## src/rtl/core/assert_macros.svh

```systemverilog
// Assertion macros used by the RTL; expect clk and rst_n in scope.
`ifndef ASSERT_MACROS_SVH
`define ASSERT_MACROS_SVH

// Same-cycle implication.
`define I128_ASSERT_IMP(lbl, ante, cons, msg) \
  lbl: assert property (@(posedge clk) disable iff (!rst_n) (ante) |-> (cons)) \
    else $error(msg);

// Next-cycle implication.
`define I128_ASSERT_NXT(lbl, ante, cons, msg) \
  lbl: assert property (@(posedge clk) disable iff (!rst_n) (ante) |=> (cons)) \
    else $error(msg);

`endif

```

## src/rtl/core/i128_pkg.sv

```systemverilog
// Package for the 128-bit integer ALU: commands, widths and stage records.
`default_nettype none
package i128_pkg;

  localparam int unsigned WORD_W = 64;
  localparam int unsigned HALF_W = 32;
  localparam int unsigned CMD_W  = 4;

  typedef enum logic [CMD_W-1:0] {
    CMD_ADD = 4'd0,
    CMD_SUB = 4'd1,
    CMD_MUL = 4'd2,
    CMD_EQ  = 4'd3,
    CMD_NE  = 4'd4,
    CMD_GT  = 4'd5,
    CMD_GE  = 4'd6,
    CMD_LT  = 4'd7,
    CMD_LE  = 4'd8
  } cmd_t;

  // After the partial-product stage.
  typedef struct packed {
    logic              is_mul;
    logic [WORD_W-1:0] res_hi;
    logic [WORD_W-1:0] res_lo;
    logic              flag;
    logic [WORD_W-1:0] ll;
    logic [WORD_W-1:0] lh;
    logic [WORD_W-1:0] hl;
    logic [WORD_W-1:0] hh;
    logic [WORD_W-1:0] c1_ll;
    logic [HALF_W-1:0] c1_x1;
    logic [HALF_W-1:0] c1_x2;
    logic [WORD_W-1:0] c2_ll;
    logic [HALF_W-1:0] c2_x1;
    logic [HALF_W-1:0] c2_x2;
  } s1_t;

  // After the first reduction stage.
  typedef struct packed {
    logic              is_mul;
    logic [WORD_W-1:0] res_hi;
    logic [WORD_W-1:0] res_lo;
    logic              flag;
    logic [WORD_W-1:0] mul_lo;
    logic [1:0]        mid_hi;
    logic [WORD_W-1:0] hsum;
    logic [WORD_W-1:0] cross1;
    logic [WORD_W-1:0] cross2;
  } s2_t;

endpackage
`default_nettype wire

```

## src/rtl/core/i128_reduce.sv

```systemverilog
// Second stage: fold the partial products into the low word and high terms.
`default_nettype none
module i128_reduce (
  input  wire logic    clk,
  input  wire logic    rst_n,
  input  wire logic    en,
  input  wire logic    valid_i,
  input  wire i128_pkg::s1_t s1_i,
  output logic         valid_o,
  output i128_pkg::s2_t s2_o
);
  import i128_pkg::*;

  logic              valid_r;
  s2_t               s2_r;
  s2_t               s2_nxt;
  logic [HALF_W+1:0] mid;
  logic [HALF_W-1:0] x1_sum;
  logic [HALF_W-1:0] x2_sum;

  always_comb begin
    mid = (HALF_W+2)'(s1_i.ll[WORD_W-1:HALF_W]) + (HALF_W+2)'(s1_i.lh[HALF_W-1:0])
        + (HALF_W+2)'(s1_i.hl[HALF_W-1:0]);
    x1_sum = s1_i.c1_x1 + s1_i.c1_x2;
    x2_sum = s1_i.c2_x1 + s1_i.c2_x2;

    s2_nxt.is_mul = s1_i.is_mul;
    s2_nxt.res_hi = s1_i.res_hi;
    s2_nxt.res_lo = s1_i.res_lo;
    s2_nxt.flag   = s1_i.flag;
    s2_nxt.mul_lo = {mid[HALF_W-1:0], s1_i.ll[HALF_W-1:0]};
    s2_nxt.mid_hi = mid[HALF_W+1:HALF_W];
    s2_nxt.hsum   = s1_i.hh + WORD_W'(s1_i.lh[WORD_W-1:HALF_W])
                  + WORD_W'(s1_i.hl[WORD_W-1:HALF_W]);
    s2_nxt.cross1 = s1_i.c1_ll + {x1_sum, {HALF_W{1'b0}}};
    s2_nxt.cross2 = s1_i.c2_ll + {x2_sum, {HALF_W{1'b0}}};
  end

  always_ff @(posedge clk) begin
    if (!rst_n) begin
      valid_r <= 1'b0;
    end else if (en) begin
      valid_r <= valid_i;
    end
  end

  always_ff @(posedge clk) begin
    if (en) begin
      s2_r <= s2_nxt;
    end
  end

  assign valid_o = valid_r;
  assign s2_o    = s2_r;

endmodule
`default_nettype wire

```

## config.mk

```make
export PLATFORM = sky130hd
export DESIGN_NAME = i128_reduce
export DESIGN_NICKNAME = d
export VERILOG_FILES = /design/src/rtl/core/assert_macros.svh /design/src/rtl/core/i128_pkg.sv /design/src/rtl/core/i128_reduce.sv
export SDC_FILE = /design/constraint.sdc
export NUM_CORES = 1
export LEC_CHECK = 0
export ABC_AREA = 1
export BUFFER_PORTS_ARGS = -buffer_cell sky130_fd_sc_hd__buf_2
export CELL_PAD_IN_SITES_DETAIL_PLACEMENT = 1
export CELL_PAD_IN_SITES_GLOBAL_PLACEMENT = 1
export CORE_AREA = 8 8 395 397
export DETAILED_ROUTE_END_ITERATION = 16
export DIE_AREA = 0 0 403 405
export PLACE_DENSITY = 0.56
export SLEW_MARGIN = 30
export SYNTH_ARGS = -nofsm -noshare
export SYNTH_HDL_FRONTEND = slang
export SYNTH_SLANG_ARGS = --single-unit
```

## constraint.sdc

```tcl
create_clock -name clk -period 6.1 [get_ports clk]
set_clock_uncertainty 0.1 [all_clocks]
set_input_delay 0.61 -clock clk [delete_from_list [all_inputs] [get_ports clk]]
set_output_delay 0.61 -clock clk [all_outputs]
set_load 0.02 [all_outputs]
```

* Word-level counts from Yosys, hierarchy flattened
Index checks and enable logic that the tools add are counted.
W data, S select, Z words.
** Word-level totals
- Bits in registers :: 389
- Bits of input ports :: 646
- Word-level logic and storage cells :: 18
- Output and inout bits :: 389
** Operators by class
- Add/sub/neg operators :: 8
** Operators with widths (count)
- $add A64 B32 Y64 :: 2
- $add A64 B64 Y64 :: 2
- $add A32 B32 Y32 :: 2
- $add A33 B32 Y34 :: 1
- $add A32 B32 Y33 :: 1

* Longest topological paths before layout
Gate-level depths: netlist of run 1.
- Depth after elaboration :: 2
- Mapped depth :: 26
- Gate-level depth less buffers :: 26

* Worst setup path before layout of run 1
No wires, ideal clock.
- Path type :: input to register
- From :: input s1_i[128] in the netlist's numbering
- To :: register s2_r, in the netlist s2_o[121], data pin
- Data required time :: 5.747 ns
- Arrival time :: 3.075 ns
- Slack :: 2.672 ns
- Buffers on the path :: 0
- Cell stages on the path :: 20
- Setup time :: 0.253 ns
- Path through :: ha_1 -> inv_1 -> fa_1 -> o21ai_2 -> nand2_1 -> nand2_1 -> nand2_1 -> nand2_1 -> nand2_1 -> inv_1 -> nor2_1 -> nand2_1 -> nand2_1 -> ha_1 -> nand2_1 -> nor2_1 -> nand2_1 -> or2_2 -> nand4_1 -> nand2_1
** RTL lines
- start, declared :: RTL line i128_reduce.sv:8 : input wire i128_pkg::s1_t s1_i,
- end signal, assigned :: RTL line i128_reduce.sv:49 : s2_r <= s2_nxt;
- end, declared :: RTL line i128_reduce.sv:15 : s2_t s2_r;

==> reports/metrics.cfg, run 1 <==
[synthesis]
synth.area.top_cells = edfxtp_1, nand2_1, ha_1
synth_xor_area_share_pct = 4.27
synth_area_per_cell_sq_um = 8.49
yosysTopAreaCellShare_pct = 43.4
synthesis.nets = 4078
synthArstFlopShare_pct = 0
yosys.area.top_type = edfxtp_1
synth_fa_ha_area_share_pct = 14.4
syn_inst = 3165
synth-edff-count = 388
netlist_area_sq_um = 26900
synthMuxAreaShare_pct = 0
synth-simple-area-share_pct = 24.9
synth-seq-area-share_pct = 43.4
synth_top_family_by_area = simple AND/OR/NAND/NOR gates
yosys_warnings = 0
synth_compound_area_share_pct = 7.01
yosys.cell_types.count = 41
synth_top_flop_cell = edfxtp_1
ys_ff_latch = 389

[critical_path]
path_common_cell = nand2_1
criticalPathCategory = in -> reg
path_buf_inv = 3
cp-startpoint = s1_i[128]
cp.arrival_ns = 4.00
end_kind = flop
r2r_slack_ns = 5.32
critPathLaunchType = input pin
reg2reg_depth = 2
regToRegStartpoint = valid_o$_SDFFE_PN0P_
critPathTopFamily = simple AND/OR/NAND/NOR gates
cp_max_fo = 4
max_stage_delay_ns = 0.43
crit_chain = buf_2, ha_1, inv_1, fa_1, o21ai_2, nand2_1, nand2_1, nand2_1, nand2_1, nand2_1, nand2_1, xor2_1, ha_1, nand2_1, inv_1, nand3_1, nor2_1, nor2_1, nor2_1, nor2_1, nand2_1, nand2_1, nand2_1
worstPathRequired_ns = 6.34
slowest_stage = fa_1
r2r-end = valid_o$_SDFFE_PN0P_

[route]
via_per_inst = 4.20
postRouteAntennaNets = 0
routed_wl_um = 149000
drt_iter0_markers = 1191
drc = 0
route.vias.total = 26900
wl_per_cell_um = 23.3
dr.pass1.iters = 5

[finish]
drive_above_1_share_pct = 26.7
multiInputGateArea_sq_um = 13600
seqCellArea_sq_um = 11700
syn_to_final_growth_pct = 40.8
stdcell_area_sq_um = 37800
nFillCells = 18000
final_common_cell = buf_2
layout_common_cells = buf_2, nand2_1, inv_1
nets = 5323

[sta]
relSlewSlack_pct = 36.9
rsz0062_at_grt = no
finalMaxSlewViolations = 0
worst_pin_slew_ns = 0.946
finalHoldViolations = 0
setup_viol = 0
finalCritPeriodShare_pct = 61.6
tns_ns = 0
final.min_clock_period_ns = 3.76
clock.fmax_ghz = 0.266

[hold_path]
holdPathStages = 1
hold_path_class = in -> reg
hp-start = s1_i[200]
hold_end = s2_o[72]$_DFFE_PP_

[die]
num_rows = 142
start_util_pct = 18.0
die_x_um = 403
boundaryPins = 1035
core_sq_um = 149000
die-area_sq_um = 163000
die_h_um = 405

[global_route]
antenna_found_initial = 50
grt_pass1_vias = 29300
grt_max_degree = 129
gr-total-overflow = 0
track_usage_pct = 17.5
grt_pass1_wl_um = 209000

[power_and_ir_drop]
vdd_drop_max_mv = 0.209
p_sw_share_pct = 40.3
share_seq_of_total_power_pct = 32.5
power.internal_w = 0.00674
pwr-share-clk_pct = 28.0
power.density_nw_per_um2 = 299
power.switching_w = 0.00456
p_leak_nw = 18.3
pwr-share-comb_pct = 39.4

[run_status]
status = completed

[placed_design]
hpwl_um = 131000
place_area_sq_um = 34500
gp_congestion = 0.958
port_buffers = 1034

[clock_network]
cts_tree = done
numCtsBuffers = 53
cts_resized = 0
clk_latency_ns = 0.62
htree_levels = 2
cts-root-buf = clkbuf_16
cts.sinks = 389
clockBufferDepth = 3
clkTransAtPathRegs_ns = 0.06

[job]
maxCapViolCount = 0

[sequential cells by signal, indices dropped and copies added, names as in the netlist]
signal,count
s2_o,388
valid_o,1
[synthesized netlist by cell type, types with 9 or more instances]
cell type,instances
a21oi_1,190
nor3_1,36
nor4_1,9
xnor2_1,19
nand3_1,182
nand2_1,999
xor2_1,112
fa_1,70
nor2_2,13
o21ai_0,62
inv_1,422
a21o_1,22
o21bai_1,30
ha_1,197
edfxtp_1,388
nor2_1,289
nand4_1,33
nand2_2,23
[what timing repair did]
action	4_1_cts	5_1_grt
hold buffers	153	0
buffers inserted	0	0
endpoints found under the hold margin	153	0
[worst register-to-register path, stage by stage, from the launching register on]
cell     delay [ns]
dfxtp_1        0.31
o21ai_0        0.15
a21oi_1        0.07
[kinds of logic (layout without fill, tap and decap cells)]
family | count (synthesis) | count (layout)
AOI/OAI and AO/OA | 333 | 333
xor gates and xnor gates | 131 | 131
adders and majority gates | 267 | 267
buffers and inverters | 428 | 1712
DFF | 389 | 389
other | 0 | 17
and+or+nand+nor | 1617 | 1617
[through the flow]
step / total power [W] / std cells / util (%) / setup WS [ns] / hold slack, ns
2_1_floorplan: 0.00615 / 3165 / - / 2.67 / 0.506
3_3_place_gp: 0.00815 / 6146 / 23.1 / 1.68 / 0.419
3_5_place_dp: 0.00817 / 6146 / 23.1 / 1.76 / 0.451
4_1_cts: 0.0116 / 6393 / 25.3 / 2.46 / 0.0000162
5_1_grt: 0.0120 / 6403 / 25.3 / 2.18 / 0.0185
6_report: 0.0113 / 6410 / 25.3 / 2.34 / 0.0664
[worst max path at each step]
stage | to | slack (ns) | cells past startpoint
6_report | s2_o[124]$_DFFE_PP_ | 2.34 | 23
5_1_grt | s2_o[63]$_DFFE_PP_ | 2.18 | 22
4_1_cts | s2_o[113]$_DFFE_PP_ | 2.46 | 16
3_5_place_dp | s2_o[124]$_DFFE_PP_ | 1.76 | 23
3_3_place_gp | s2_o[113]$_DFFE_PP_ | 1.68 | 16
2_1_floorplan | s2_o[121]$_DFFE_PP_ | 2.67 | 20
[layout make-up]
type	count	area share [%]
Clock inverter	34	0.896
Multi-Input combinational cell	2348	35.9
Inverter	428	4.25
Timing Repair Buffer	1190	17.9
Sequential cell	389	30.9
Clock buffer	60	3.63
Tap cell	1944	6.43
Antenna cell	17	0.112
[power groups by stage]
| stage | logic, W | clock network, W | registers, W |
|---|---|---|---|
| after floorplan | 0.00196 | 0 | 0.00420 |
| after global placement | 0.00442 | 0 | 0.00373 |
| after detailed placement | 0.00443 | 0 | 0.00373 |
| after CTS | 0.00454 | 0.00332 | 0.00369 |
| after global routing | 0.00489 | 0.00338 | 0.00372 |
| final | 0.00445 | 0.00317 | 0.00367 |
[metal layers]
metal	vias up	share of wire (%)	global-route usage, %
met1	13000	41	20.6
li1	13000	-	-
met2	796	51	32.1
met3	182	5.9	3.93
met4	18	2.7	4.48
met5	-	0.076	0
Power figures use the tool's default switching activity.
==> run 2, diff against run 1 <==
ABC_AREA = 0   (was 1)
CORE_AREA = 8 8 402 404   (was 8 8 395 397)
DIE_AREA = 0 0 410 412   (was 0 0 403 405)
PLACE_DENSITY = 0.49   (was 0.56)
clock period = 3.62 ns   (was 6.1 ns; I/O delays follow)
==> reports/metrics.cfg, run 2 <==
[power_and_ir_drop]
vdd_drop_max_mv = 0.326  ; +56%
p_leak_nw = 18.0  ; -1.4%
power.density_nw_per_um2 = 503  ; +69%

[clock_network]
htree_levels = 2  ; unchanged
clockBufferDepth = 3  ; unchanged
clkTransAtPathRegs_ns = 0.06  ; about the same
cts.sinks = 389  ; unchanged
numCtsBuffers = 53  ; unchanged
clk_latency_ns = 0.62  ; about the same
cts-root-buf = clkbuf_16
cts_tree = done

[finish]
nFillCells = 17800  ; -1.1%
layout_common_cells = buf_2, buf_4, edfxtp_1
nets = 4682  ; -12%
final_common_cell = buf_2
largest_reg_flops = 388  ; unchanged
stdcell_area_sq_um = 40700  ; +7.5%
stdcell_count = 5896  ; -8.0%
fin_util_pct = 26.2  ; +0.86 points
seqCellArea_sq_um = 11700  ; unchanged
multiInputGateArea_sq_um = 12300  ; -9.5%
syn_to_final_growth_pct = 73.3
drive_above_1_share_pct = 48.0  ; +21 points

[die]
start_util_pct = 15.1  ; -2.9 points
die-area_sq_um = 169000  ; +3.5%
die_x_um = 410  ; +1.7%
die_h_um = 412  ; +1.7%
boundaryPins = 1035  ; unchanged
core_sq_um = 155000  ; +3.9%
num_rows = 145  ; +2.1%

[synthesis]
netlist_area_sq_um = 23500  ; -13%
synth_top_flop_cell = edfxtp_1
yosys.cell_types.count = 88  ; +110%
yosys.area.top_type = edfxtp_1
synth_common_cells = edfxtp_1, ha_1, a21oi_1
ys_ff_latch = 389  ; unchanged
yosys_warnings = 0  ; unchanged
synth.area.top_cells = edfxtp_1, ha_1, fa_1
synth-seq-area-share_pct = 49.8  ; +6.3 points
synthesis.nets = 2822  ; -31%
syn_inst = 1909  ; -40%
synthArstFlopShare_pct = 0  ; unchanged
yosysTopAreaCellShare_pct = 49.7  ; +6.3 points
synth-edff-count = 388  ; unchanged
synth_area_per_cell_sq_um = 12.3  ; +45%
yosysMostFrequentCell = edfxtp_1

[critical_path]
reg2reg_depth = 3  ; +1
end_kind = flop
r2r_slack_ns = 2.38  ; -2.94 ns
cp.arrival_ns = 4.14  ; +0.14 ns
cp_max_fo = 3  ; -1
criticalPathCategory = in -> reg
r2r-end = valid_o$_SDFFE_PN0P_
critPathLaunchType = input pin
regToRegStartpoint = valid_o$_SDFFE_PN0P_
worstPathRequired_ns = 3.88  ; -2.46 ns

[placed_design]
place_area_sq_um = 35400  ; +2.4%
gp_congestion = 0.860  ; -10%
port_buffers = 1034  ; unchanged
dp.cells = 5482  ; -11%
hpwl_um = 116000  ; -12%

[global_route]
grt_pass1_vias = 25400  ; -13%
grt_pass1_wl_um = 185000  ; -11%
track_usage_pct = 15.1  ; -2.3 points
antenna_found_initial = 80  ; +60%
gr-total-overflow = 0  ; unchanged
grt_max_degree = 82  ; -36%

[sta]
finalCritPeriodShare_pct = 107
finalMaxSlewViolations = 0  ; unchanged
setup_viol = 13  ; +13
finalHoldViolations = 0  ; unchanged
worst_pin_slew_ns = 0.540  ; -0.406 ns
holdWs_ns = 0.0302  ; -0.0362 ns
final.min_clock_period_ns = 3.88
relSlewSlack_pct = 63.6  ; +27 points
tns_ns = -1.51  ; -1.51 ns
clock.fmax_ghz = 0.258
rsz0062_at_grt = yes
setup_slack_ns = -0.260  ; -2.60 ns

[run_status]
violations = negative setup slack
status = complete, but fails checks

[route]
postRouteAntennaNets = 0  ; unchanged
dr.pass1.iters = 5  ; unchanged
routed_wl_um = 135000  ; -9.4%
route.vias.total = 23300  ; -13%
drt_iter0_markers = 1029  ; -14%
via_per_inst = 3.95  ; -5.9%
wl_per_cell_um = 23.0  ; -1.5%
drc = 0  ; unchanged

[job]
maxCapViolCount = 0  ; unchanged

[hold_path]
hold_path_class = in -> reg
hold_end = s2_o[96]$_DFFE_PP_
holdPathStages = 2  ; +1
hp-start = s1_i[224]

## run 2: cell families (layout without fill, tap and decap cells)
group                    count (synthesis)  count (layout)  share of synthesized area [%]
AO/OA/AOI/OAI                          530             530                           15.7
AND/OR/NAND/NOR                        434             434                           9.28
flip-flops                             389             389                           49.8
adder cells (fa/ha/maj)                267             267                           16.5
XOR/XNOR                               188             188                           7.02
buffers and inverters                   97            1996                           1.58
multiplexers                             4               4                          0.176
other                                    0              30                              0
## run 2: layout make-up
type / instances / share of cell area, %
diodes: 30 / 0.185
multi-input cells: 1423 / 30.3
clock inverters: 35 / 0.865
clock buffers: 59 / 3.37
inverters: 80 / 0.739
well taps: 2058 / 6.33
repair buffers: 1822 / 29.5
flip-flops and latches: 389 / 28.7
## run 2: report_power, final
part	switching (W)	total, W	leakage (nW)	internal (W)
combinational	0.00497	0.00897	13.4	0.00400
clock	0.00227	0.00530	0.828	0.00303
sequential	0.000272	0.00619	3.81	0.00592
## run 2: routing by layer
layer	up-vias	share of wire, %	GRT usage (%)
met1	11300	39	17.2
met3	203	7.4	4.56
met4	52	3.1	4.21
li1	11000	-	-
met5	-	0.25	0
met2	802	50	27.4
## run 2: worst max path at each step
stage / startpoint / end / slack (ns) / cells past startpoint
finish: s1_i[32] / s2_o[62]$_DFFE_PP_ / -0.26 / 22
global route: s1_i[32] / s2_o[62]$_DFFE_PP_ / -0.41 / 22
CTS: s1_i[33] / s2_o[62]$_DFFE_PP_ / -0.24 / 20
detailed placement: s1_i[0] / s2_o[62]$_DFFE_PP_ / -1.14 / 23
global placement: s1_i[0] / s2_o[62]$_DFFE_PP_ / -1.07 / 23
floorplan: s1_i[6] / s2_o[62]$_DFFE_PP_ / -0.55 / 18
## run 2: worst max-delay path: stages
cell       delay, ns
buf_8           0.07
ha_4            0.13
inv_2           0.03
fa_2            0.35
nor2b_2         0.14
o21ai_2         0.08
a21boi_2        0.22
nor4_1          0.07
nor2_1          0.12
nor2_2          0.07
o21ai_2         0.12
xnor2_1         0.08
ha_1            0.35
a2111oi_4       0.35
nand2_1         0.13
o211ai_1        0.30
o221ai_2        0.20
o211ai_2        0.23
a31oi_2         0.14
or2_1           0.27
o311ai_2        0.22
a221oi_1        0.12
## run 2: what timing repair did
| action | in CTS | in global routing |
|---|---|---|
| hold buffers | 259 | 0 |
| endpoints found under the setup margin | 37 | 38 |
| setup buffers | 16 | 17 |
| gates resized for setup | 61 | 67 |
| hold endpoints to repair | 258 | 0 |
| pin swaps | 69 | 55 |
## run 2: per-stage QoR
stage,total power [W],setup slack [ns]
6_report,0.0205,-0.260
4_1_cts,0.0207,-0.238
3_5_place_dp,0.0147,-1.14
2_1_floorplan,0.0103,-0.554
3_3_place_gp,0.0147,-1.07
5_1_grt,0.0217,-0.413
