$ cat src/rtl/core/assert_macros.svh
// Assertion macros used by the RTL; expect clk and rst_n in scope.
`ifndef ASSERT_MACROS_SVH
`define ASSERT_MACROS_SVH

// Same-cycle implication.
`define I128_ASSERT_IMP(lbl, ante, cons, msg) \
  lbl: assert property (@(posedge clk) disable iff (!rst_n) (ante) |-> (cons)) \
    else $error(msg);

// Next-cycle implication.
`define I128_ASSERT_NXT(lbl, ante, cons, msg) \
  lbl: assert property (@(posedge clk) disable iff (!rst_n) (ante) |=> (cons)) \
    else $error(msg);

`endif

$ cat src/rtl/core/i128_pkg.sv
// Package for the 128-bit integer ALU: commands, widths and stage records.
`default_nettype none
package i128_pkg;

  localparam int unsigned WORD_W = 64;
  localparam int unsigned HALF_W = 32;
  localparam int unsigned CMD_W  = 4;

  typedef enum logic [CMD_W-1:0] {
    CMD_ADD = 4'd0,
    CMD_SUB = 4'd1,
    CMD_MUL = 4'd2,
    CMD_EQ  = 4'd3,
    CMD_NE  = 4'd4,
    CMD_GT  = 4'd5,
    CMD_GE  = 4'd6,
    CMD_LT  = 4'd7,
    CMD_LE  = 4'd8
  } cmd_t;

  // After the partial-product stage.
  typedef struct packed {
    logic              is_mul;
    logic [WORD_W-1:0] res_hi;
    logic [WORD_W-1:0] res_lo;
    logic              flag;
    logic [WORD_W-1:0] ll;
    logic [WORD_W-1:0] lh;
    logic [WORD_W-1:0] hl;
    logic [WORD_W-1:0] hh;
    logic [WORD_W-1:0] c1_ll;
    logic [HALF_W-1:0] c1_x1;
    logic [HALF_W-1:0] c1_x2;
    logic [WORD_W-1:0] c2_ll;
    logic [HALF_W-1:0] c2_x1;
    logic [HALF_W-1:0] c2_x2;
  } s1_t;

  // After the first reduction stage.
  typedef struct packed {
    logic              is_mul;
    logic [WORD_W-1:0] res_hi;
    logic [WORD_W-1:0] res_lo;
    logic              flag;
    logic [WORD_W-1:0] mul_lo;
    logic [1:0]        mid_hi;
    logic [WORD_W-1:0] hsum;
    logic [WORD_W-1:0] cross1;
    logic [WORD_W-1:0] cross2;
  } s2_t;

endpackage
`default_nettype wire

$ cat src/rtl/core/i128_out.sv
// Final stage: finish the product high word, select the result, output register.
`default_nettype none
`include "assert_macros.svh"
module i128_out (
  input  wire logic                                clk,
  input  wire logic                                rst_n,
  input  wire logic                                en,
  input  wire logic                                valid_i,
  input  wire i128_pkg::s2_t                       s2_i,
  output logic                                     valid_o,
  output logic signed [i128_pkg::WORD_W-1:0]       result_high,
  output logic [i128_pkg::WORD_W-1:0]              result_low,
  output logic                                     compare_true
);
  import i128_pkg::*;

  logic              valid_r;
  logic [WORD_W-1:0] res_hi_r;
  logic [WORD_W-1:0] res_lo_r;
  logic              flag_r;
  logic [WORD_W-1:0] res_hi_nxt;
  logic [WORD_W-1:0] res_lo_nxt;
  logic [WORD_W-1:0] mul_hi;

  always_comb begin
    mul_hi = s2_i.hsum + WORD_W'(s2_i.mid_hi) + s2_i.cross1 + s2_i.cross2;
    if (s2_i.is_mul) begin
      res_hi_nxt = mul_hi;
      res_lo_nxt = s2_i.mul_lo;
    end else begin
      res_hi_nxt = s2_i.res_hi;
      res_lo_nxt = s2_i.res_lo;
    end
  end

  always_ff @(posedge clk) begin
    if (!rst_n) begin
      valid_r <= 1'b0;
    end else if (en) begin
      valid_r <= valid_i;
    end
  end

  always_ff @(posedge clk) begin
    if (en) begin
      res_hi_r <= res_hi_nxt;
      res_lo_r <= res_lo_nxt;
      flag_r   <= s2_i.flag;
    end
  end

  assign valid_o      = valid_r;
  assign result_high  = res_hi_r;
  assign result_low   = res_lo_r;
  assign compare_true = flag_r;

  `I128_ASSERT_IMP(a_cmp_zero, valid_r && flag_r, (res_hi_r | res_lo_r) == '0, "compare word nonzero")
  `I128_ASSERT_NXT(a_mul_no_flag, en && valid_i && s2_i.is_mul, !flag_r, "multiply raised flag")
  `I128_ASSERT_NXT(a_hold, !en && valid_r, $stable({res_hi_r, res_lo_r, flag_r}), "held word changed")

endmodule
`default_nettype wire

$ cat config.mk
export PLATFORM = sky130hd
export DESIGN_NAME = i128_out
export DESIGN_NICKNAME = d
export VERILOG_FILES = /design/src/rtl/core/i128_pkg.sv /design/src/rtl/core/i128_out.sv
export VERILOG_INCLUDE_DIRS = /design/src /design/src/rtl/core
export SDC_FILE = /design/constraint.sdc
export NUM_CORES = 1
export LEC_CHECK = 0
export BUFFER_PORTS_ARGS = -buffer_cell sky130_fd_sc_hd__buf_2
export CELL_PAD_IN_SITES_DETAIL_PLACEMENT = 2
export CELL_PAD_IN_SITES_GLOBAL_PLACEMENT = 2
export CORE_AREA = 2 2 202 204
export DETAILED_ROUTE_END_ITERATION = 8
export DIE_AREA = 0 0 204 206
export PLACE_DENSITY = 0.9
export REMOVE_ABC_BUFFERS = 1
export SLEW_MARGIN = 20
export SYNTH_ARGS = -nofsm -noshare
export SYNTH_HDL_FRONTEND = slang
export SYNTH_SLANG_ARGS = --single-unit
export TNS_END_PERCENT = 50
$ cat constraint.sdc
create_clock -name clk -period 11.8 [get_ports clk]
set_input_delay 0.59 -clock clk [delete_from_list [all_inputs] [get_ports clk]]
set_output_delay 0.59 -clock clk [all_outputs]
set_load 0.02 [all_outputs]
Word level (Yosys, flattened, before mapping)
Index checks and enable logic that the tools add are counted.
- mux-type cells: 2
- add/sub/neg operators: 3
- operator list (cell ; number):
    $add 64x64->64 ; 2
    $mux 64 ; 2
    $add 64x2->64 ; 1
- input port bits: 392
- output and inout bits: 130
- register bits after elaboration: 130

Depth between registers and ports, before layout
Gate-level depths: netlist of run 1.
- depth after elaboration: 4
- gate-level depth with buffers: 16
- depth with buffers taken out: 16

Least setup slack after synthesis of run 1
No wires, ideal clock.
- path type: in2reg
- from: input s2_i[1] (netlist bit)
- to: register res_hi_r[61] (netlist: result_high[61]), data pin
- arrival time: 3.965 ns
- slack: 7.575 ns
- path buffers: 0
- cell stages on the path: 16
- cells stage by stage: inv_1 > fa_1 > fa_1 > inv_1 > ha_1 > inv_1 > fa_1 > nand2b_1 > a21oi_1 > o211ai_1 > a21oi_2 > nor3b_2 > o41ai_4 > a41oi_1 > xnor2_1 > mux2_2
- cells in the longest elaborated chain, start to end: 2
- ends and longest elaborated chain (what ; RTL line ; RTL):
    start: declaration ; i128_out.sv:9 ; input wire i128_pkg::s2_t s2_i,
    $add 64x64->64 ; i128_out.sv:26 ; mul_hi = s2_i.hsum + WORD_W'(s2_i.mid_hi) + s2_i.cross1 + s2_i.cross2;
    $mux 64 ; i128_out.sv:27 ; if (s2_i.is_mul) begin
    via res_hi_nxt[61] ; i128_out.sv:21 ; logic [WORD_W-1:0] res_hi_nxt;
    end signal: assignment ; i128_out.sv:46 ; res_hi_r <= res_hi_nxt;
    end: declaration ; i128_out.sv:18 ; logic [WORD_W-1:0] res_hi_r;
The timed path passes the listed nets, and every way through them passes these cells.
A chain may end at the register's enable or synchronous reset.

Worst setup path in the final report of run 1
- from: input s2_i[1] (netlist bit)
- to: register res_hi_r[63] (netlist: result_high[63]), data pin
Same word-level chain as after synthesis.

==> results of run 1 <==
==> critical path: cells and delay by family <==
family	cells	cell delay, ns
buffers and inverters	4	0.27
AOI/OAI and AO/OA	5	1.35
and+or+nand+nor	4	1.08
adders and majority gates	4	1.61
==> synthesized netlist by cell type, types with 3 or more instances <==
library cell  count  share of area, %
a21oi_2           5              0.36
nand4_1          23               1.2
nor4_1            3              0.15
fa_1             65                11
inv_1           253               7.8
mux2_2          109                10
a221oi_1          3              0.22
xor2_1           18               1.3
a31oi_1           8              0.41
and3_1            6              0.31
buf_2             3              0.12
or3_1             3              0.15
o21bai_1         11              0.68
nor3_1           11              0.45
nand2b_1          7              0.36
nand3_1           7              0.29
buf_4             4              0.25
nor2_1           55               1.7
clkbuf_1         29              0.89
or4_1             3              0.18
o21a_1            7              0.43
a21oi_1          85               3.5
o211a_1           3              0.25
a21o_1           19               1.2
xnor2_1          38               2.7
nor2b_1           4              0.21
o21ai_0          47               1.9
ha_1            124                13
nand2_1          71               2.2
o211ai_1          4              0.25
o21ai_1           7              0.29
and4_1            3              0.22
edfxtp_1        129                32
a211oi_1          4              0.25
==> cells by family (layout without fill, tap and decap cells) <==
kind of cell / Yosys count / in the layout / share of synthesized area (%)
AO/OA/AOI/OAI: 235 / 235 / 12.5
XOR/XNOR: 56 / 56 / 4.03
AND/OR/NAND/NOR: 210 / 210 / 8.51
adder cells (fa/ha/maj): 189 / 189 / 23.4
other: 0 / 6 / 0
buffers and inverters: 293 / 810 / 9.24
multiplexers: 112 / 112 / 10.4
flip-flops: 130 / 130 / 32.0
==> power groups by stage <==
| stage | Sequential, W | Combinational [W] | Clock [W] |
|---|---|---|---|
| 6_report | 0.000634 | 0.00126 | 0.000534 |
| 5_1_grt | 0.000639 | 0.00138 | 0.000560 |
| 4_1_cts | 0.000634 | 0.00127 | 0.000544 |
| 3_5_place_dp | 0.000643 | 0.00125 | 0 |
| 3_3_place_gp | 0.000636 | 0.00117 | 0 |
| 2_1_floorplan | 0.000735 | 0.000684 | 0 |
==> state kept, by name, summed over array words and instances, names as in the netlist <==
register / flops
result_low: 64
valid_o: 1
result_high: 64
compare_true: 1
==> routing by layer <==
layer | vias up | wire, µm | GRT usage [%]
met2 | 409 | 29500 | 49.7
met1 | 5613 | 19100 | 25.2
met4 | 2 | 1660 | 8.23
met5 | - | 13 | 0
met3 | 92 | 2870 | 5.83
li1 | 5201 | - | -
==> layout by cell type (no fill, tap or decap), types with 3 or more instances in the layout <==
master | Yosys | routed
a211oi_1 | 4 | 4
fa_1 | 65 | 65
o21a_1 | 7 | 7
clkbuf_16 | 0 | 17
edfxtp_1 | 129 | 129
xor2_1 | 18 | 18
nand3_1 | 7 | 7
o211ai_1 | 4 | 4
clkinvlp_4 | 0 | 4
and3_1 | 6 | 6
a21oi_1 | 85 | 85
nor3_1 | 11 | 11
inv_1 | 253 | 253
nand4_1 | 23 | 23
or3_1 | 3 | 3
inv_6 | 0 | 4
nor2b_1 | 4 | 4
a21o_1 | 19 | 19
xnor2_1 | 38 | 38
nand2_1 | 71 | 71
nor4_1 | 3 | 3
inv_8 | 0 | 3
nor2_1 | 55 | 55
buf_2 | 3 | 519
diode_2 | 0 | 6
a221oi_1 | 3 | 3
a21oi_2 | 5 | 5
o21bai_1 | 11 | 11
o211a_1 | 3 | 3
o21ai_1 | 7 | 7
nand2b_1 | 7 | 7
o21ai_0 | 47 | 47
ha_1 | 124 | 124
and4_1 | 3 | 3
a31oi_1 | 8 | 8
mux2_2 | 109 | 109
buf_4 | 4 | 3
or4_1 | 3 | 3
==> per-stage QoR <==
| stage | instances | setup slack (ns) | utilization [%] |
|---|---|---|---|
| 2_1_floorplan | 1186 | 7.58 | - |
| 3_3_place_gp | 2242 | 6.96 | 38.1 |
| 3_5_place_dp | 2242 | 6.72 | 38.1 |
| 4_1_cts | 2274 | 7.20 | 39.5 |
| 5_1_grt | 2279 | 6.96 | 39.5 |
| 6_report | 2280 | 7.20 | 39.5 |
==> how the worst max path moves through the flow <==
| stage | endpoint | start | cells past startpoint | slack, ns |
|---|---|---|---|---|
| after global placement | result_high[61]$_DFFE_PP_ | s2_i[1] | 17 | 6.96 |
| after floorplan | result_high[61]$_DFFE_PP_ | s2_i[1] | 16 | 7.58 |
| after global routing | result_high[37]$_DFFE_PP_ | s2_i[1] | 16 | 6.96 |
| after detailed placement | result_high[63]$_DFFE_PP_ | s2_i[1] | 17 | 6.72 |
| final | result_high[63]$_DFFE_PP_ | s2_i[1] | 17 | 7.20 |
| after CTS | result_high[63]$_DFFE_PP_ | s2_i[1] | 17 | 7.20 |
==> area by class of cell <==
type                       instances  area, µm²
antenna                            6       15.0
clock buffer                      17        425
clock inverter                    15        125
fill                            4494      24300
inverter                         254        953
multi-input combinational        802       7170
sequential                       130       3890
tap                              532        666
timing repair buffer             524       2640
==> results.cfg, run 1 <==
[synth]
async_flop_share_pct = 0
synth-seq-area-share_pct = 32.0
synth_seq_cells = 130
syn_avg_cell_area_um2 = 9.95
synth_flop_cell = edfxtp_1
synth_cell_types = 75
syn_inst = 1225
ys_warn_count = 0
netlist_area_mm2 = 0.0122
synth-edff-count = 129

[min_path]
holdPathStages = 1
min-delay-start = s2_i[258]
hold_end = compare_true$_DFFE_PP_
hold_path_class = input port to flop

[worst_setup_path]
cp_data_required_time_ns = 12.09
rr_endpoint = valid_o$_SDFFE_PN0P_
crit_path_cell_trace = buf_2 -> inv_1 -> fa_1 -> fa_1 -> inv_1 -> ha_1 -> inv_1 -> fa_1 -> nand2b_1 -> a211oi_1 -> nor3_2 -> o31ai_4 -> a32oi_1 -> a21oi_2 -> a21oi_1 -> or4_1 -> nand3_1
slowest_stage = fa_1
cp-start-kind = input port
reg2reg_from = valid_o$_SDFFE_PN0P_
cp_data_arrival_time_ns = 4.90
rr_worst_depth = 2
slowest_delay_ns = 0.58
r2r_slack_ns = 11.17
critical_path_class = input port to flop
crit_path_end_kind = flop
worstPathMaxFanout = 4

[floorplanning]
die_y_um = 206
initial_core_util_pct = 30.3
ioPinCount = 522
rows = 74
coreArea_mm2 = 0.0402
design.die.area_mm2 = 0.0420
fp.dieW_um = 204

[grt]
grt_pass1_vias = 12900
track_usage_pct = 24.9
grt_max_degree = 77
grt_pass1_wl_mm = 77.6
antenna_found_initial = 20
overflow = 0

[power_and_ir_drop]
max-vdd-ir-drop_mv = 0.0997
p_seq_share_pct = 26.1
total_power_w = 0.00243
leakage_nw = 7.96
p_sw_share_pct = 44.1
power_density_mw_per_mm2 = 153
p_int_w = 0.00136
power.share.clock_pct = 22.0
combinationalPowerShare_pct = 51.9
power_switching_w = 0.00107

[clocking]
clkLatencyLatePin_ns = 0.45
ctsResizeCount = 0
clockBufferDepth = 2
clock_sinks = 130
root_buffer = clkbuf_16
clk_pin_slew_ns = 0.06
h-tree-depth = 4
post_cts_buffers = 0
cts_buffers = 17
holdBufCountCts = 0
cts_tree = done

[placed_design]
gp_congestion = 0.815
place.port_buffers = 521
dp_hpwl_mm = 44.1
dpl-instance-area_mm2 = 0.0153

[layout]
drive_gt1_share_pct = 39.4
syn2layout_area_growth_pct = 30.4
nets = 2310
fin_area_mm2 = 0.0159

[sta]
fin_skew_ns = 0
rsz0062_at_grt = no
layout_min_cycle_time_ns = 4.60
hold_viol_final = 0
worst-slew-pin-transition_ns = 0.852
holdWs_ns = 0.318
tns_ns = 0
final-setup-viol-count = 0
min_period_over_period_pct = 39.0
relSlewSlack_pct = 43.2
fmax_ghz = 0.217
report.final.slew_viol_count = 0

[detailed_routing]
vias = 11300
antenna_left = 0
remaining_drc_errors = 0
viasPerCell = 4.96
wl_per_cell_um = 23.3
drt_iter0_drc = 504
wirelength_mm = 53.1
drt_first_pass_iters = 5

[outcome]
status = finished clean

[job]
maxCapViolations = 0
Note: power is estimated with default switching activity, not from simulation.
==> inputs of run 2 (changes only) <==
CORE_AREA = default   (was 2 2 202 204)
CORE_UTILIZATION = 26   (was default)
DIE_AREA = default   (was 0 0 204 206)
PLACE_DENSITY = 0.82   (was 0.9)
clock period = 4 ns   (was 11.8 ns; I/O delays follow)
==> results.cfg, run 2 (same netlist as run 1, synthesis figures left out) <==
[outcome]
status = finished clean

[power_and_ir_drop]
combinationalPowerShare_pct = 54.2
power.share.clock_pct = 21.1
p_sw_share_pct = 42.0
leakage_nw = 8.76
power_density_mw_per_mm2 = 432
power_switching_w = 0.00318
p_int_w = 0.00439
max-vdd-ir-drop_mv = 0.308
p_seq_share_pct = 24.7

[worst_setup_path]
cp_data_arrival_time_ns = 4.06
crit_path_cell_trace = buf_2 -> inv_1 -> fa_1 -> fa_1 -> inv_1 -> ha_1 -> inv_1 -> fa_1 -> nand2b_4 -> a211oi_1 -> nor3_2 -> o31ai_4 -> buf_4 -> a31oi_1 -> o21ai_0 -> buf_4 -> a21oi_1 -> xor2_1 -> o21ai_0
crit_family = adder cells
slowest_stage = fa_1
critical_path_class = input port to flop
cp_data_required_time_ns = 4.20
slowest_delay_ns = 0.53
crit_path_end_kind = flop
worstPathMaxFanout = 3
cp.buffers_inverters = 6
cp-start-kind = input port

[grt]
overflow = 0
grt_max_degree = 91
met2_usage_pct = 45.4
grt_pass1_vias = 13900
grt_pass1_wl_mm = 81.3
grt_use_met1_pct = 23.3
track_usage_pct = 23.1
antenna_found_initial = 21
top_usage_layer = met2
grt_use_met3_pct = 5.61

[layout]
nets = 2479
syn2layout_area_growth_pct = 43.6
final.fill_count = 5107
most-common-layout-cells = buf_2, inv_1, edfxtp_1
mostFrequentLayoutCell = buf_2
drive_gt1_share_pct = 40.5

[placed_design]
pre_cts_slack_ns = -0.382
dp_hpwl_mm = 43.9
place.port_buffers = 521
gp_congestion = 0.836

[floorplanning]
ioPinCount = 522
fp.dieW_um = 218
initial_core_util_pct = 26.6
die_y_um = 218
rows = 78
design.die.area_mm2 = 0.0477
coreArea_mm2 = 0.0458

[detailed_routing]
drt_first_pass_iters = 4
antenna_left = 0
wl_per_cell_um = 22.1
drt_iter0_drc = 331
wirelength_mm = 55.7
viasPerCell = 4.74
remaining_drc_errors = 0
vias = 11900

[clocking]
clkLatencyLatePin_ns = 0.47
cts_tree = done
clockBufferDepth = 2
clock_sinks = 130
h-tree-depth = 4
root_buffer = clkbuf_16
cts_buffers = 17
clk_pin_slew_ns = 0.06

[sta]
worst-slew-pin-transition_ns = 0.819
hold_viol_final = 0
holdWs_ns = 0.0308
rsz0062_at_grt = no
layout_min_cycle_time_ns = 3.86
report.final.slew_viol_count = 0
fmax_ghz = 0.259
finalWorstSetupSlack_ns = 0.139
final-setup-viol-count = 0
min_period_over_period_pct = 96.5
fin_skew_ns = 0
relSlewSlack_pct = 45.4

[min_path]
hold_path_class = input port to flop

[job]
maxCapViolations = 0
run 2: cell count changes in the layout (fill, tap and decap cells not counted), moves of 2 or more:
cell and change:
buf_12 +2, buf_4 +84, clkinv_1 +2, clkinv_4 +2, clkinvlp_4 -4, diode_2 +2
dlygate4sd3_1 +82, inv_8 -3
run 2: repair_timing:
action / CTS / global route
hold buffers: 82 / 0
gates resized for setup: 0 / 3
buffers inserted: 0 / 0
endpoints found under the hold margin: 60 / 0
setup endpoints to repair: 0 / 5
run 2: power groups by stage:
stage	Sequential (W)	Clock, W	Combinational (W)
floorplan	0.00217	0	0.00202
CTS	0.00187	0.00164	0.00411
finish	0.00187	0.00160	0.00410
global placement	0.00188	0	0.00382
detailed placement	0.00189	0	0.00399
global route	0.00189	0.00166	0.00447
run 2: worst paths after layout:
| check | start | end | slack (ns) | cells after the start |
|---|---|---|---|---|
| min reg2reg | valid_o$_SDFFE_PN0P_ | valid_o$_SDFFE_PN0P_ | 1.09 | 3 |
| max reg2reg | valid_o$_SDFFE_PN0P_ | valid_o$_SDFFE_PN0P_ | 2.83 | 3 |
| min | s2_i[262] | result_low[3]$_DFFE_PP_ | 0.03 | 2 |
| max | s2_i[1] | result_high[39]$_DFFE_PP_ | 0.14 | 19 |
run 2: worst reg2reg max path: stages (launching register included):
cell	delay, ns
dfxtp_1	0.32
mux2i_1	0.14
nor2b_1	0.06
dlygate4sd3_1	0.54
run 2: stage by stage:
stage / power [W] / std cells / util (%) / TNS, ns / instance area [µm²]
4_1_cts: 0.00761 / 2511 / 38.1 / 0 / 17500
2_1_floorplan: 0.00419 / 1186 / - / 0 / 12000
3_3_place_gp: 0.00570 / 2397 / 35.1 / -2.65 / 16100
6_report: 0.00757 / 2519 / 38.2 / 0 / 17500
3_5_place_dp: 0.00588 / 2397 / 35.1 / -5.82 / 16100
5_1_grt: 0.00803 / 2513 / 38.2 / 0 / 17500
run 2: per-layer routing:
| layer | routed length (µm) | share of wire (%) |
|---|---|---|
| met5 | 23 | 0.041 |
| met1 | 20600 | 37 |
| met3 | 3260 | 5.8 |
| met4 | 1470 | 2.6 |
| met2 | 30300 | 54 |
run 2: final cells by class:
class | count | area [µm²] | area share (%)
clock buffer | 17 | 425 | 2.43
antenna | 8 | 20.0 | 0.114
multi-input combinational | 802 | 7180 | 41.0
clock inverter | 15 | 130 | 0.744
timing repair buffer | 693 | 4150 | 23.7
sequential | 130 | 3890 | 22.3
tap | 600 | 751 | 4.29
inverter | 254 | 953 | 5.45
==> inputs of run 3 (changes only) <==
--- a/config.mk
+++ b/config.mk
@@ -13,2 +13,3 @@
 export DETAILED_ROUTE_END_ITERATION = 8
+export HOLD_SLACK_MARGIN = 0.05
 export PLACE_DENSITY = 0.82
==> constraint.sdc (replaced) <==
create_clock -name clk -period 4 [get_ports clk]
set_input_delay 0.4 -clock clk [delete_from_list [all_inputs] [get_ports clk]]
set_output_delay 0.4 -clock clk [all_outputs]
set_load 0.02 [all_outputs]
==> results.cfg, run 3 (same netlist as run 1, synthesis figures left out) <==
[sta]
fmax_ghz = 0.257
final-setup-viol-count = 0
layout_min_cycle_time_ns = 3.90
holdWs_ns = 0.100
rsz0062_at_grt = yes
min_period_over_period_pct = 97.4
worst-slew-pin-transition_ns = 0.981
relSlewSlack_pct = 34.6
hold_viol_final = 0
report.final.slew_viol_count = 0
fin_skew_ns = 0

[grt]
grt_max_degree = 71
grt_pass1_wl_mm = 78.0
antenna_found_initial = 29
overflow = 0
grt_pass1_vias = 13600
track_usage_pct = 22.2

[worst_setup_path]
cp_data_required_time_ns = 4.21
cp_data_arrival_time_ns = 4.11
rr_worst_depth = 2
cp-start-kind = input port
rr_endpoint = valid_o$_SDFFE_PN0P_
crit_path_end_kind = flop
r2r_slack_ns = 3.35
reg2reg_from = valid_o$_SDFFE_PN0P_
critical_path_class = input port to flop
worstPathMaxFanout = 3

[detailed_routing]
viasPerCell = 4.70
wirelength_mm = 53.3
remaining_drc_errors = 0
antenna_left = 0
vias = 11800
drt_first_pass_iters = 4
drt_iter0_drc = 411
wl_per_cell_um = 21.2

[floorplanning]
fp.dieW_um = 218
ioPinCount = 522
die_y_um = 218
initial_core_util_pct = 26.6
design.die.area_mm2 = 0.0477
coreArea_mm2 = 0.0458
rows = 78

[outcome]
status = finished clean

[job]
maxCapViolations = 0

[power_and_ir_drop]
p_sw_share_pct = 40.7
leakage_nw = 8.79
power_switching_w = 0.00321
p_seq_share_pct = 23.6
p_int_w = 0.00469
combinationalPowerShare_pct = 54.8
max-vdd-ir-drop_mv = 0.305
power_density_mw_per_mm2 = 456
power.share.clock_pct = 21.6

[placed_design]
gp_congestion = 0.815
dp_hpwl_mm = 45.6
place.port_buffers = 521

[layout]
drive_gt1_share_pct = 44.9
nets = 2468
final_util_pct = 37.8
mostFrequentLayoutCell = buf_2
final.fill_count = 5130
syn2layout_area_growth_pct = 42.2
most-common-layout-cells = buf_2, inv_1, buf_4

[clocking]
clkLatencyLatePin_ns = 0.48
clockBufferDepth = 2
clk_pin_slew_ns = 0.06
root_buffer = clkbuf_16
holdBufCountCts = 0
h-tree-depth = 4
cts_tree = done
cts_buffers = 17
clock_sinks = 130

[min_path]
hold_end = compare_true$_DFFE_PP_
min-delay-start = s2_i[258]
holdPathStages = 1
hold_path_class = input port to flop
-- run 3: cell types whose count changed in the layout (fill, tap and decap cells not counted), moves of 2 or more --
| cell | before | now |
|---|---|---|
| diode_2 | 8 | 10 |
| bufinv_16 | 1 | 3 |
| buf_4 | 87 | 158 |
| o21ai_1 | 7 | 9 |
| a21oi_1 | 84 | 82 |
| clkinv_1 | 4 | 2 |
| o21ai_0 | 47 | 45 |
| clkinvlp_4 | 0 | 2 |
| clkinv_4 | 4 | 1 |
| dlygate4sd3_1 | 82 | 0 |
-- run 3: power by group through the flow --
stage	combinational [W]	clock (W)	sequential (W)
finish	0.00433	0.00170	0.00186
global route	0.00474	0.00180	0.00188
CTS	0.00436	0.00176	0.00187
detailed placement	0.00429	0	0.00189
global placement	0.00407	0	0.00188
floorplan	0.00202	0	0.00217
-- run 3: worst max path at each step --
stage,start,end,slack [ns],depth (start not counted)
finish,s2_i[129],result_high[39]$_DFFE_PP_,0.10,19
global route,s2_i[129],result_high[61]$_DFFE_PP_,-0.03,19
CTS,s2_i[1],result_high[61]$_DFFE_PP_,0.03,19
detailed placement,s2_i[65],result_high[39]$_DFFE_PP_,-0.72,19
global placement,s2_i[1],result_high[61]$_DFFE_PP_,-0.51,19
floorplan,s2_i[1],result_high[61]$_DFFE_PP_,-0.03,16
-- run 3: metal layers --
metal	up-vias	wire [µm]	GRT usage [%]
li1	5524	-	-
met1	5748	19400	22.1
met2	399	28800	42.7
met3	104	3470	6.56
met4	14	1480	8.58
met5	-	97	0
-- run 3: metrics by stage --
stage	power (W)	setup slack [ns]	instance area (µm²)	std cells	TNS (ns)
6_report	0.00790	0.104	17300	2510	0
5_1_grt	0.00842	-0.0295	17300	2504	-0.100
4_1_cts	0.00799	0.0299	17200	2498	0
3_5_place_dp	0.00619	-0.717	16600	2465	-14.48
3_3_place_gp	0.00595	-0.515	16600	2465	-8.49
2_1_floorplan	0.00419	-0.0310	12000	1186	-0.0620
-- run 3: worst max-delay path, cell delays in order --
cell and delay, ns:
buf_2 0.08, inv_1 0.05, fa_1 0.55, fa_1 0.44
inv_1 0.08, ha_2 0.17, inv_1 0.06, fa_2 0.40
nand2b_4 0.17, a211oi_4 0.25, nor3_4 0.09, o31ai_4 0.29
buf_4 0.18, a31oi_2 0.17, o21ai_1 0.19, buf_4 0.14
a21oi_1 0.07, xor2_1 0.18, o21ai_0 0.12
-- run 3: cell type report --
| cell class | count | area [µm²] | area share (%) |
|---|---|---|---|
| clock inverters | 14 | 175 | 1.01 |
| well taps | 600 | 751 | 4.33 |
| diodes | 10 | 25.0 | 0.144 |
| flip-flops and latches | 130 | 3890 | 22.5 |
| clock buffers | 18 | 429 | 2.48 |
| multi-input cells | 802 | 7240 | 41.8 |
| repair buffers | 682 | 3860 | 22.3 |
| inverters | 254 | 953 | 5.50 |
-- run 3: timing repair --
action,4_1_cts,5_1_grt
setup buffers,1,2
gates resized for setup,8,9
pin swaps,2,11
endpoints found under the setup margin,11,11
